[src/sv/bup_pkg.sv]
// bup_pkg: shared types, constants and helpers of the 2x bilinear upscaler
// no dependencies
package bup_pkg;

    localparam int CH_W           = 8;
    localparam int N_CHAN         = 3;
    localparam int PIX_W          = CH_W * N_CHAN;
    localparam int COORD_W        = 12;
    localparam int CFG_W          = 12;
    localparam int CFG_IDX_W      = 1;
    localparam int OUT_W          = 2 * COORD_W + PIX_W;
    localparam int MAX_WIDTH_DEF  = 2048;
    localparam int MAX_HEIGHT_DEF = 2048;
    localparam int RESET_WIDTH    = 640;
    localparam int RESET_HEIGHT   = 480;

    localparam logic [CFG_IDX_W-1:0] REG_WIDTH  = 1'b0;
    localparam logic [CFG_IDX_W-1:0] REG_HEIGHT = 1'b1;

    typedef logic [PIX_W-1:0] pix_t;
    typedef logic [CH_W-1:0]  chan_t;

    // position inside one 2x2 output block
    typedef enum logic [1:0] {
        SUB_TL = 2'd0,
        SUB_TR = 2'd1,
        SUB_BL = 2'd2,
        SUB_BR = 2'd3
    } sub_t;

    typedef struct packed {
        logic [COORD_W-1:0] x;
        logic [COORD_W-1:0] y;
        logic               last;
    } out_ctl_t;

    // last valid index for a size register: zero acts as one, large values clamp
    function automatic int dim_last(logic [CFG_W-1:0] v, int maxv);
        int vi;
        vi = int'(v);
        if (vi == 0)
            return 0;
        if (vi > maxv)
            return maxv - 1;
        return vi - 1;
    endfunction

endpackage

[src/sv/bup_lane.sv]
// bup_lane: one color channel of an output pixel, a corner or a truncated mean of the corners
// depends on bup_pkg
module bup_lane (
    input  bup_pkg::chan_t a,
    input  bup_pkg::chan_t b,
    input  bup_pkg::chan_t c,
    input  bup_pkg::chan_t d,
    input  bup_pkg::sub_t  sub,
    output bup_pkg::chan_t val
);
    import bup_pkg::*;

    logic [CH_W:0]   sum_ab;
    logic [CH_W:0]   sum_ac;
    logic [CH_W:0]   sum_cd;
    logic [CH_W+1:0] sum_all;

    assign sum_ab  = {1'b0, a} + {1'b0, b};
    assign sum_ac  = {1'b0, a} + {1'b0, c};
    assign sum_cd  = {1'b0, c} + {1'b0, d};
    assign sum_all = {1'b0, sum_ab} + {1'b0, sum_cd};

    always_comb
    begin
        unique case (sub)
            SUB_TL:  val = a;
            SUB_TR:  val = sum_ab[CH_W:1];
            SUB_BL:  val = sum_ac[CH_W:1];
            SUB_BR:  val = sum_all[CH_W+1:2];
            default: val = a;
        endcase
    end

endmodule

[config.mk]
export PLATFORM = sky130hd
export DESIGN_NAME = bup_lane
export DESIGN_NICKNAME = d
export VERILOG_FILES = /design/src/sv/bup_pkg.sv /design/src/sv/bup_lane.sv
export SDC_FILE = /design/constraint.sdc
export NUM_CORES = 1
export LEC_CHECK = 0
export ABC_AREA = 1
export BUFFER_PORTS_ARGS = -buffer_cell sky130_fd_sc_hd__buf_4
export CORE_MARGIN = 2
export CORE_UTILIZATION = 40
export DETAILED_ROUTE_END_ITERATION = 16
export PLACE_DENSITY = 0.76
export REMOVE_ABC_BUFFERS = 1
export SYNTH_ARGS = -nofsm -noshare
export SYNTH_HDL_FRONTEND = slang
export SYNTH_SLANG_ARGS = --single-unit
[constraint.sdc]
create_clock -name vclk -period 2.77
set_input_delay 0.1385 -clock vclk [all_inputs]
set_output_delay 0.1385 -clock vclk [all_outputs]
set_load 0.1 [all_outputs]
==> metrics.txt <==
most common cell after layout, fill and taps aside nand2_1; Placer Congestion 0.927; top cells by area, synth nand2_1, ha_1, fa_1, inv_1, nand3_1; xor/xnor cell area share of the yosys netlist 2.89%; Synth Area in Compound Gates 10.9%; Seq/Total Area, Yosys 0%; Comb pwr share 100.0%; crit path time final 2.93 ns; Tightest Pin Transition 0.624 ns; sw power 0.677 mW; Max FO, Critical Path 4; Hold Fails Final Rpt 0; die height 63.8 µm; area grow syn2layout 75.0%; FF+latch area 0 µm²; layout cell share with drive strength beyond 1 45.2%; Synth top area share 20.2%; IO buf count 42; P_int 0.537 mW; CP startpoint a[0]; vias in the first global route 1803; Startpoint Class input port; total grt overflow 0; Worst Slack Setup Final -0.163 ns; Syn Std Cell Area 1430 µm²; Synth cell types 25; routed vias 1824; Highest Clock Rate 341 MHz; antenna violations before repair 0; post-layout util 73.8%; # setup viols final 7; Synth Instances 231; core region area 3390 µm²; Seq Cell Count 0; final setup TNS -0.877 ns; clock power share 0%; Slew Viols, Final 0; layout net count 379; drt first pass iters 4; CP arrival 2.79 ns; post-DP HPWL 3.51 mm; Worst Path Required 2.63 ns; static leakage 1.25 nW; DR iter-0 viols 118; outcome finished with violations; Worst slew margin 58.2%; number of max-cap violations 0; first-pass GRT wire length 8.01 mm; drt drc 0; Synth Area in Adders 34.2%; via/cell ratio 5.12; CP Capture Point val[7]; Die Wd 63.8 µm; clock buffer count 0; # IOs 42; final WL 4.79 mm; Crit Path Class in -> out; # rows 21; failing checks setup timing; most frequent cells in the layout nand2_1, buf_4, inv_1; Flop pwr share 0%; fin crit share 106%; Yosys top cell by area nand2_1; pin count of the biggest net entering global routing 9; syn avg cell area 6.19 µm²; P per Cell Area 485 nW/µm²; die area 4070 µm²; RSZ-0062 raised after global routing true; # diodes 0; Worst Setup End Kind output pin; sw frac 55.8%; hold_ws 0.777 ns; largest family of logic cells by synthesized area simple AND/OR/NAND/NOR gates; VDD IR max 0.244 mV; worst min path class in -> out; initial core utilization 42.2%; mean routed wirelength per cell 13.4 µm; Yosys Warn Count 0; multiplexer share of the synthesized area 0%; Simple-Gate Fraction of Synth Area 43.3%; total track usage 24.0%; post-route ant nets 0
kinds of logic after synthesis:
| kind of cell | count (synthesis) |
|---|---|
| fa+ha+maj | 33 |
| simple gates | 135 |
| buf+inv | 33 |
| xor+xnor | 3 |
| compound gates | 27 |
synthesized netlist by cell type:
master,n
nor2_2,2
xnor2_1,1
inv_2,4
nand2_1,77
xor2_2,2
o21ai_0,3
a21boi_0,2
fa_1,10
nand3_2,2
clkinv_1,2
nand3b_1,5
o2111ai_1,1
o21ai_1,2
nand4_1,11
ha_1,23
nor2_1,11
nand3_1,19
o21a_1,2
a21boi_1,2
a21oi_1,14
nand2_2,4
a21o_1,1
and2_1,3
inv_1,27
nor2_4,1
layout make-up:
type                            instances  area, µm²
Timing Repair Buffer                   79        697
Tap cell                               46       57.6
Multi-Input combinational cell        198       1620
Inverter                               33        124
Fill cell                             234        888
power groups by stage:
stage                     Clock [mW]  Combinational, mW  Sequential (mW)
after floorplan                    0              0.602                0
after global placement             0              0.863                0
after detailed placement           0              0.871                0
after CTS                          0               1.07                0
after global routing               0               1.31                0
final                              0               1.21                0
per-stage QoR:
stage / area [µm²] / setup slack (ns) / std cells / total power [mW]
final: 2500 / -0.163 / 356 / 1.21
after global routing: 2500 / -0.347 / 356 / 1.31
after CTS: 2340 / -0.231 / 352 / 1.07
after detailed placement: 2030 / -0.478 / 350 / 0.871
after global placement: 2030 / -0.428 / 350 / 0.863
after floorplan: 1430 / -0.609 / 231 / 0.602
metal layers:
metal	vias up	wire length (µm)	GRT usage (%)
met5	-	0	0
met4	0	38	1.36
met3	4	174	0.704
met2	50	2510	47.2
met1	847	2060	30.0
li1	923	-	-
worst min path at each step:
| stage | startpoint | to | slack, ns | cells after the start |
|---|---|---|---|---|
| after floorplan | a[6] | val[6] | 0.69 | 2 |
| final | a[6] | val[6] | 0.78 | 5 |
| after global placement | sub[0] | val[0] | 0.84 | 5 |
| after global routing | a[6] | val[6] | 0.83 | 5 |
| after CTS | a[6] | val[6] | 0.78 | 5 |
| after detailed placement | sub[0] | val[0] | 0.84 | 5 |
timing repair:
action | CTS | global route
hold buffers | 0 | 0
gates cloned | 0 | 0
resized for setup | 55 | 29
endpoints found under the setup margin | 8 | 8
pin swaps | 34 | 39
buffers inserted | 3 | 4
worst max-delay path, cell delays in order:
cell and delay, ns:
buf_8 0.08, ha_4 0.13, inv_2 0.03, fa_2 0.35
inv_2 0.07, nand4_1 0.09, nand3_1 0.11, nand2_2 0.06
and2_4 0.14, fa_1 0.48, ha_4 0.32, nand2_2 0.06
inv_2 0.05, nand4_1 0.12, nand3_2 0.09, nand2_2 0.06
nand2_1 0.05, nand2_1 0.06, nand4_1 0.10, buf_8 0.21
Power figures use the tool's default switching activity.
