[src/sv/bup_pkg.sv]
// bup_pkg: shared types, constants and helpers of the 2x bilinear upscaler
// no dependencies
package bup_pkg;

    localparam int CH_W           = 8;
    localparam int N_CHAN         = 3;
    localparam int PIX_W          = CH_W * N_CHAN;
    localparam int COORD_W        = 12;
    localparam int CFG_W          = 12;
    localparam int CFG_IDX_W      = 1;
    localparam int OUT_W          = 2 * COORD_W + PIX_W;
    localparam int MAX_WIDTH_DEF  = 2048;
    localparam int MAX_HEIGHT_DEF = 2048;
    localparam int RESET_WIDTH    = 640;
    localparam int RESET_HEIGHT   = 480;

    localparam logic [CFG_IDX_W-1:0] REG_WIDTH  = 1'b0;
    localparam logic [CFG_IDX_W-1:0] REG_HEIGHT = 1'b1;

    typedef logic [PIX_W-1:0] pix_t;
    typedef logic [CH_W-1:0]  chan_t;

    // position inside one 2x2 output block
    typedef enum logic [1:0] {
        SUB_TL = 2'd0,
        SUB_TR = 2'd1,
        SUB_BL = 2'd2,
        SUB_BR = 2'd3
    } sub_t;

    typedef struct packed {
        logic [COORD_W-1:0] x;
        logic [COORD_W-1:0] y;
        logic               last;
    } out_ctl_t;

    // last valid index for a size register: zero acts as one, large values clamp
    function automatic int dim_last(logic [CFG_W-1:0] v, int maxv);
        int vi;
        vi = int'(v);
        if (vi == 0)
            return 0;
        if (vi > maxv)
            return maxv - 1;
        return vi - 1;
    endfunction

endpackage

[src/sv/bup_merge.sv]
// bup_merge: output register that packs coordinates and lane results into one word
// depends on bup_pkg
module bup_merge (
    input  logic                                          clk,
    input  logic                                          rst_n,
    input  logic                                          load,
    input  bup_pkg::out_ctl_t                             ctl,
    input  logic [bup_pkg::N_CHAN-1:0][bup_pkg::CH_W-1:0] chan,
    output logic                                          room,
    output logic                                          m_tvalid,
    input  logic                                          m_tready,
    output logic [bup_pkg::OUT_W-1:0]                     m_tdata,  // x, y, blue, green, red
    output logic                                          m_tlast
);
    import bup_pkg::*;

    logic             valid_reg;
    logic [OUT_W-1:0] data_reg;
    logic             last_reg;

    assign room = !valid_reg || m_tready;

    always_ff @(posedge clk or negedge rst_n)
    begin
        if (!rst_n)
        begin
            valid_reg <= 1'b0;
        end
        else if (room)
        begin
            valid_reg <= load;
        end
    end

    always_ff @(posedge clk)
    begin
        if (load && room)
        begin
            data_reg <= {chan, ctl.y, ctl.x};
            last_reg <= ctl.last;
        end
    end

    assign m_tvalid = valid_reg;
    assign m_tdata  = data_reg;
    assign m_tlast  = last_reg;

endmodule
[config.mk]
export PLATFORM = sky130hd
export DESIGN_NAME = bup_merge
export DESIGN_NICKNAME = d
export VERILOG_FILES = /design/src/sv/bup_pkg.sv /design/src/sv/bup_merge.sv
export SDC_FILE = /design/constraint.sdc
export NUM_CORES = 1
export LEC_CHECK = 0
export ABC_AREA = 1
export BUFFER_PORTS_ARGS = -buffer_cell sky130_fd_sc_hd__buf_4
export CORE_ASPECT_RATIO = 2
export CORE_MARGIN = 3
export CORE_UTILIZATION = 40
export DETAILED_ROUTE_END_ITERATION = 12
export PLACE_DENSITY = 0.78
export SLEW_MARGIN = 0
export SYNTH_ARGS = -nofsm -noshare
export SYNTH_HDL_FRONTEND = slang
export SYNTH_SLANG_ARGS = --single-unit
[constraint.sdc]
create_clock -name clk -period 4.2 [get_ports clk]
set_input_delay 0.21 -clock clk [delete_from_list [all_inputs] [get_ports clk]]
set_output_delay 0.21 -clock clk [all_outputs]
set_load 0.01 [all_outputs]
==> results of run 1 <==
cells in the mapped netlist, drive strengths merged:
master | n | area, um2
dfrtp | 1 | 25.0
a21oi | 1 | 5.00
nand2 | 2 | 7.51
edfxtp | 49 | 1470
inv | 2 | 7.51
kinds of logic after synthesis:
| group | synth area share [%] |
|---|---|
| flops | 98.7 |
| simple gates | 0.495 |
| buf+inv | 0.495 |
| compound gates | 0.330 |
per-layer routing:
metal | global-route usage, % | share of wire, %
met2 | 25.2 | 57
met3 | 4.31 | 8.7
met4 | 8.78 | 3.6
met1 | 14.3 | 31
met5 | 0 | 0
per-stage QoR:
step                      total power [uW]  area (um2)  setup slack (ns)
after floorplan                        626        1520             0.878
after global placement                 703        2370              2.81
after detailed placement               708        2370              2.75
after CTS                              953        2460              2.74
after global routing                   975        2460              2.64
final                                  940        2460              2.75
path summary, 6_finish.rpt:
path,start,endpoint,depth (start not counted)
worst min-delay path,chan[7],m_tdata[31]$_DFFE_PP_,1
worst max register to register,m_tvalid$_DFFE_PN0P_,m_tlast$_DFFE_PP_,2
worst max-delay path,m_tvalid$_DFFE_PN0P_,m_tlast$_DFFE_PP_,2
min in group asynchronous,rst_n,m_tvalid$_DFFE_PN0P_,2
worst min register to register,m_tvalid$_DFFE_PN0P_,m_tvalid$_DFFE_PN0P_,2
max in group asynchronous,rst_n,m_tvalid$_DFFE_PN0P_,2
placed cells by master (no fill, tap or decap):
master / n
dfrtp_1: 1
a21oi_4: 1
nand2_1: 2
clkinv_2: 2
edfxtp_1: 49
inv_1: 2
dlygate4sd3_1: 1
clkbuf_8: 5
buf_4: 104
report_power, final:
group / internal, uW / switching (uW) / total (uW)
clock network: 112 / 134 / 246
registers: 581 / 8.08 / 589
logic: 62.6 / 43.2 / 106
layout make-up:
class / count / area (um2) / share of cell area [%]
clock buffer: 5 / 68.8 / 2.80
sequential: 50 / 1500 / 60.9
multi-input combinational: 3 / 23.8 / 0.967
clock inverter: 2 / 10.0 / 0.407
timing repair buffer: 105 / 791 / 32.2
tap: 49 / 61.3 / 2.49
inverter: 2 / 7.51 / 0.305
critical path, stage by stage, from the launching register on:
cell and delay, ns:
dfrtp_1 0.43, a21oi_4 0.15, buf_4 0.50
flip-flops by register name, indices dropped and copies added, names as in the netlist:
| signal | cells |
|---|---|
| m_tdata | 48 |
| m_tlast | 1 |
| m_tvalid | 1 |
repair_timing:
item,4_1_cts,5_1_grt
hold endpoints to repair,1,0
hold buffers,1,0
resized for setup,0,0
==> impl_metrics.yaml, run 1 <==
power_and_ir_drop:
  power_density_mw_per_mm2: 382
  p_leak_uw: 0.00104
  vdd_drop_max_uv: 259
detailed_routing:
  drt_iter0_markers: 17
  drc: 0
  drtAntennaViolNets: 0
  wl_mm: 3.25
  num_vias: 905
  wl_per_cell_um: 15.0
  firstDrtPassIters: 2
  drt-vias-per-instance: 4.19
clock_network:
  cts_root_buf: "clkbuf_8"
  clkLatencyLatePin_ns: 0.28
  cts_setup_buffers: 0
  clkSlewWorstSetupHoldPaths_ns: 0.08
  clockBufferDepth: 2
  htree_num_levels: 2
  cts_tree: "built"
  cts_buffers: 5
  clock_sinks: 50
place:
  place_congestion: 0.641
  port_buffers: 103
  dpl.cell_count: 208
  dpl.hpwl_mm: 2.58
setup_path:
  ff2ff_setup_slack_ns: 2.75
  cp.arrival_ns: 1.38
  worstSetupPathType: "register to register"
  endpoint_kind: "register"
  path_max_fanout: 49
  worstSetupStartpointType: "register"
  worstPathRequired_ns: 4.12
floorplanning:
  die_w_um: 49.5
  design.core.area_mm2: 0.00365
  rows: 31
  pin_count: 104
  initial_core_util_pct: 41.6
  die_h_um: 93.1
  die-area_mm2: 0.00461
sta:
  setup_viol_count_final: 0
  tns_ns: 0
  slew_viol_final: 0
  relSlewSlack_pct: 60.9
  post-route-min-period_ns: 1.45
  whs_ns: 0.0933
  worst_clock_skew_ns: 0.00421
  hold_violations: 0
  rsz0062_at_grt: "no"
  worstMarginPinSlew_ns: 0.586
  fmax_ghz: 0.688
  post-route-period-util_pct: 34.6
job:
  cap_violations: 0
synth:
  synth_nets: 108
  synth_seq_area_share_pct: 98.7
  synth.distinct_cells: 5
  syn_area_per_cell_um2: 27.6
  ys_seq_elements: 50
  yosys_warnings: 0
  synth_area_mm2: 0.00152
  postSynthCellCount: 55
cells_and_area:
  drive_gt1_share_pct: 67.1
  nFillCells: 279
  area_delta_synth_final_pct: 62.1
  fin_util_pct: 67.4
  fin_cells: 216
  nNetsFinal: 220
  diodes: 0
hold_path:
  hold_class: "input port to register"
global_routing:
  grtUsageTotal_pct: 14.3
  grt_overflow_total: 0
  antenna_found_initial: 0
  grt_pass1_vias: 933
  grt_pass1_wl_mm: 4.73
  grt_max_degree: 50
run_status:
  status: "complete, no violations"
Note: power is estimated with default switching activity, not from simulation.
==> run 2, diff against run 1 <==
- CORE_UTILIZATION: 40 -> 36
- PLACE_DENSITY: 0.78 -> 0.74
- clock period: 4.2 -> 1.3 ns (I/O delays scaled with it)
==> run 2 against run 1 <==
Against the previous run:
- design area grew 23%
- core utilization grew 8.9 points
- final cell count grew 25%
- die area grew 10%
- combinational power grew to 4.6 times the previous value
- total power grew to 3.6 times the previous value
- worst hold slack lost 0.019 ns
- via count grew 25%
- setup slack lost 2.6 ns
- register-to-register slack lost 2.6 ns
- clock skew shrank 0.0012 ns
==> impl_metrics.yaml, run 2 (synthesis results as in run 1) <==
run_status:
  status: "complete, no violations"
detailed_routing:
  drt_iter0_markers: 21
  firstDrtPassIters: 4
  top_layer: "met4"
  drt-vias-per-instance: 4.20
  drt-met1-wl_mm: 1.18
  wl_per_cell_um: 14.8
  wl_mm: 3.99
  wl_met2_mm: 2.43
  drtAntennaViolNets: 0
  num_vias: 1135
  drc: 0
  wl_met3_um: 275
sta:
  post-route-min-period_ns: 1.19
  slew_viol_final: 0
  worstMarginPinSlew_ns: 0.196
  post-route-period-util_pct: 91.6
  worst_clock_skew_ns: 0.00300
  setup_ws_ns: 0.109
  rsz0062_at_grt: "no"
  hold_violations: 0
  relSlewSlack_pct: 86.9
  fmax_ghz: 0.840
  setup_viol_count_final: 0
global_routing:
  grtUsageTotal_pct: 16.4
  grt_overflow_total: 0
  grt_max_degree: 31
  antenna_found_initial: 0
  grt_pass1_vias: 1200
  grt_pass1_wl_mm: 5.95
cells_and_area:
  fin_cells: 270
  layout_common_cells: "buf_4 (103), dlygate4sd3_1 (51), edfxtp_1 (49)"
  area_delta_synth_final_pct: 99.5
  layout_commonest_cell: "buf_4"
  largest_register_ff_count: 48
  drive_gt1_share_pct: 52.5
  diodes: 0
  nNetsFinal: 271
  nFillCells: 239
power_and_ir_drop:
  combPwrFrac_pct: 14.2
  sw_frac_of_total_pct: 19.3
  p_seq_share_pct: 55.7
  clkPwrFrac_pct: 30.0
  intPower_uw: 2750
  vdd_drop_max_uv: 914
  p_leak_uw: 0.00128
  power_density_mw_per_mm2: 1130
  netSwitchingPower_uw: 660
setup_path:
  worstSetupStartpointType: "register"
  r2r.worst_path.cells: 2
  worstReg2RegEnd: "m_tdata[29]$_DFFE_PP_"
  worstPathRequired_ns: 1.30
  path_max_fanout: 30
  slowest_delay_ns: 0.44
  cp.arrival_ns: 1.19
  ff2ff_setup_slack_ns: 0.11
  endpoint_kind: "register"
  path_cells: "a21oi_4 > buf_12"
  worstSetupPathType: "register to register"
  r2r_start: "m_tvalid$_DFFE_PN0P_"
  worst_path_max_delay_cell: "dfrtp_2"
floorplanning:
  die-area_mm2: 0.00507
  design.core.area_mm2: 0.00396
  pin_count: 104
  rows: 32
  die_w_um: 51.9
  initial_core_util_pct: 38.3
  die_h_um: 97.8
place:
  dpl.hpwl_mm: 2.73
  place_congestion: 0.671
  preCtsSetupSlack_ns: 0.122
  port_buffers: 103
  dpl.cell_count: 211
hold_path:
  hold_class: "input port to register"
  hold_depth: 4
  whs_endpoint: "m_tvalid$_DFFE_PN0P_"
  holdCritStartpoint: "m_tready"
clock_network:
  clockBufferDepth: 2
  cts_resized: 0
  clock_sinks: 50
  htree_num_levels: 2
  cts_tree: "built"
  clkLatencyLatePin_ns: 0.29
  clkSlewWorstSetupHoldPaths_ns: 0.08
  cts_buffers: 5
  cts_root_buf: "clkbuf_8"
job:
  cap_violations: 0
run 2: cell types whose count changed in the layout (fill, tap and decap cells not counted):
| cell | change |
|---|---|
| dfrtp_2 | +1 |
| bufinv_16 | +1 |
| dlygate4sd3_1 | +50 |
| dfrtp_1 | -1 |
| buf_4 | -1 |
| buf_12 | +2 |
run 2: worst max-delay path, delay by kind of cell, from the launching register on:
kind                   cells  cell delay [ns]
buffers and inverters      1             0.22
AOI/OAI and AO/OA          1             0.23
DFF                        1             0.44
run 2: what timing repair did:
item | in CTS | in global routing
setup buffers | 0 | 0
hold buffers | 51 | 0
hold endpoints to repair | 51 | 0
run 2: area by class of cell:
class	instances	area [um2]	share of cell area, %
Timing Repair Buffer	156	1320	43.8
Inverter	2	7.51	0.248
Clock inverter	3	40.0	1.32
Sequential cell	50	1500	49.5
Multi-Input combinational cell	3	23.8	0.786
Clock buffer	5	68.8	2.27
Tap cell	51	63.8	2.11
run 2: how the worst max path moves through the flow:
stage	endpoint	start	cells past startpoint
global placement	m_tdata[43]$_DFFE_PP_	m_tvalid$_DFFE_PN0P_	2
global route	m_tdata[28]$_DFFE_PP_	m_tvalid$_DFFE_PN0P_	2
CTS	m_tdata[6]$_DFFE_PP_	m_tvalid$_DFFE_PN0P_	2
finish	m_tdata[29]$_DFFE_PP_	m_tvalid$_DFFE_PN0P_	2
detailed placement	m_tdata[43]$_DFFE_PP_	m_tvalid$_DFFE_PN0P_	2
floorplan	m_tdata[0]$_DFFE_PP_	m_tvalid$_DFFE_PN0P_	1
run 2: through the flow:
step | setup TNS [ns] | cell area (um2) | total power, uW | hold WS (ns) | util, %
2_1_floorplan | -20.08 | 1530 | 2020 | -0.231 | -
3_3_place_gp | 0 | 2410 | 2290 | -0.159 | 60.7
3_5_place_dp | 0 | 2410 | 2300 | -0.156 | 60.7
5_1_grt | 0 | 3030 | 3550 | 0.0746 | 76.3
4_1_cts | 0 | 3030 | 3440 | 0.0558 | 76.3
6_report | 0 | 3030 | 3420 | 0.0743 | 76.3
run 2: power groups by stage:
stage / registers, uW / logic (uW) / clock network (uW)
after floorplan: 1990 / 36.6 / 0
after global placement: 1940 / 353 / 0
after detailed placement: 1940 / 361 / 0
after CTS: 1900 / 487 / 1050
after global routing: 1910 / 516 / 1120
final: 1900 / 486 / 1030
run 2: routing by layer:
metal	vias to the layer above	GRT usage, %
met3	10	4.27
met4	0	8.08
met1	530	15.4
met2	55	30.5
li1	540	-
met5	-	0
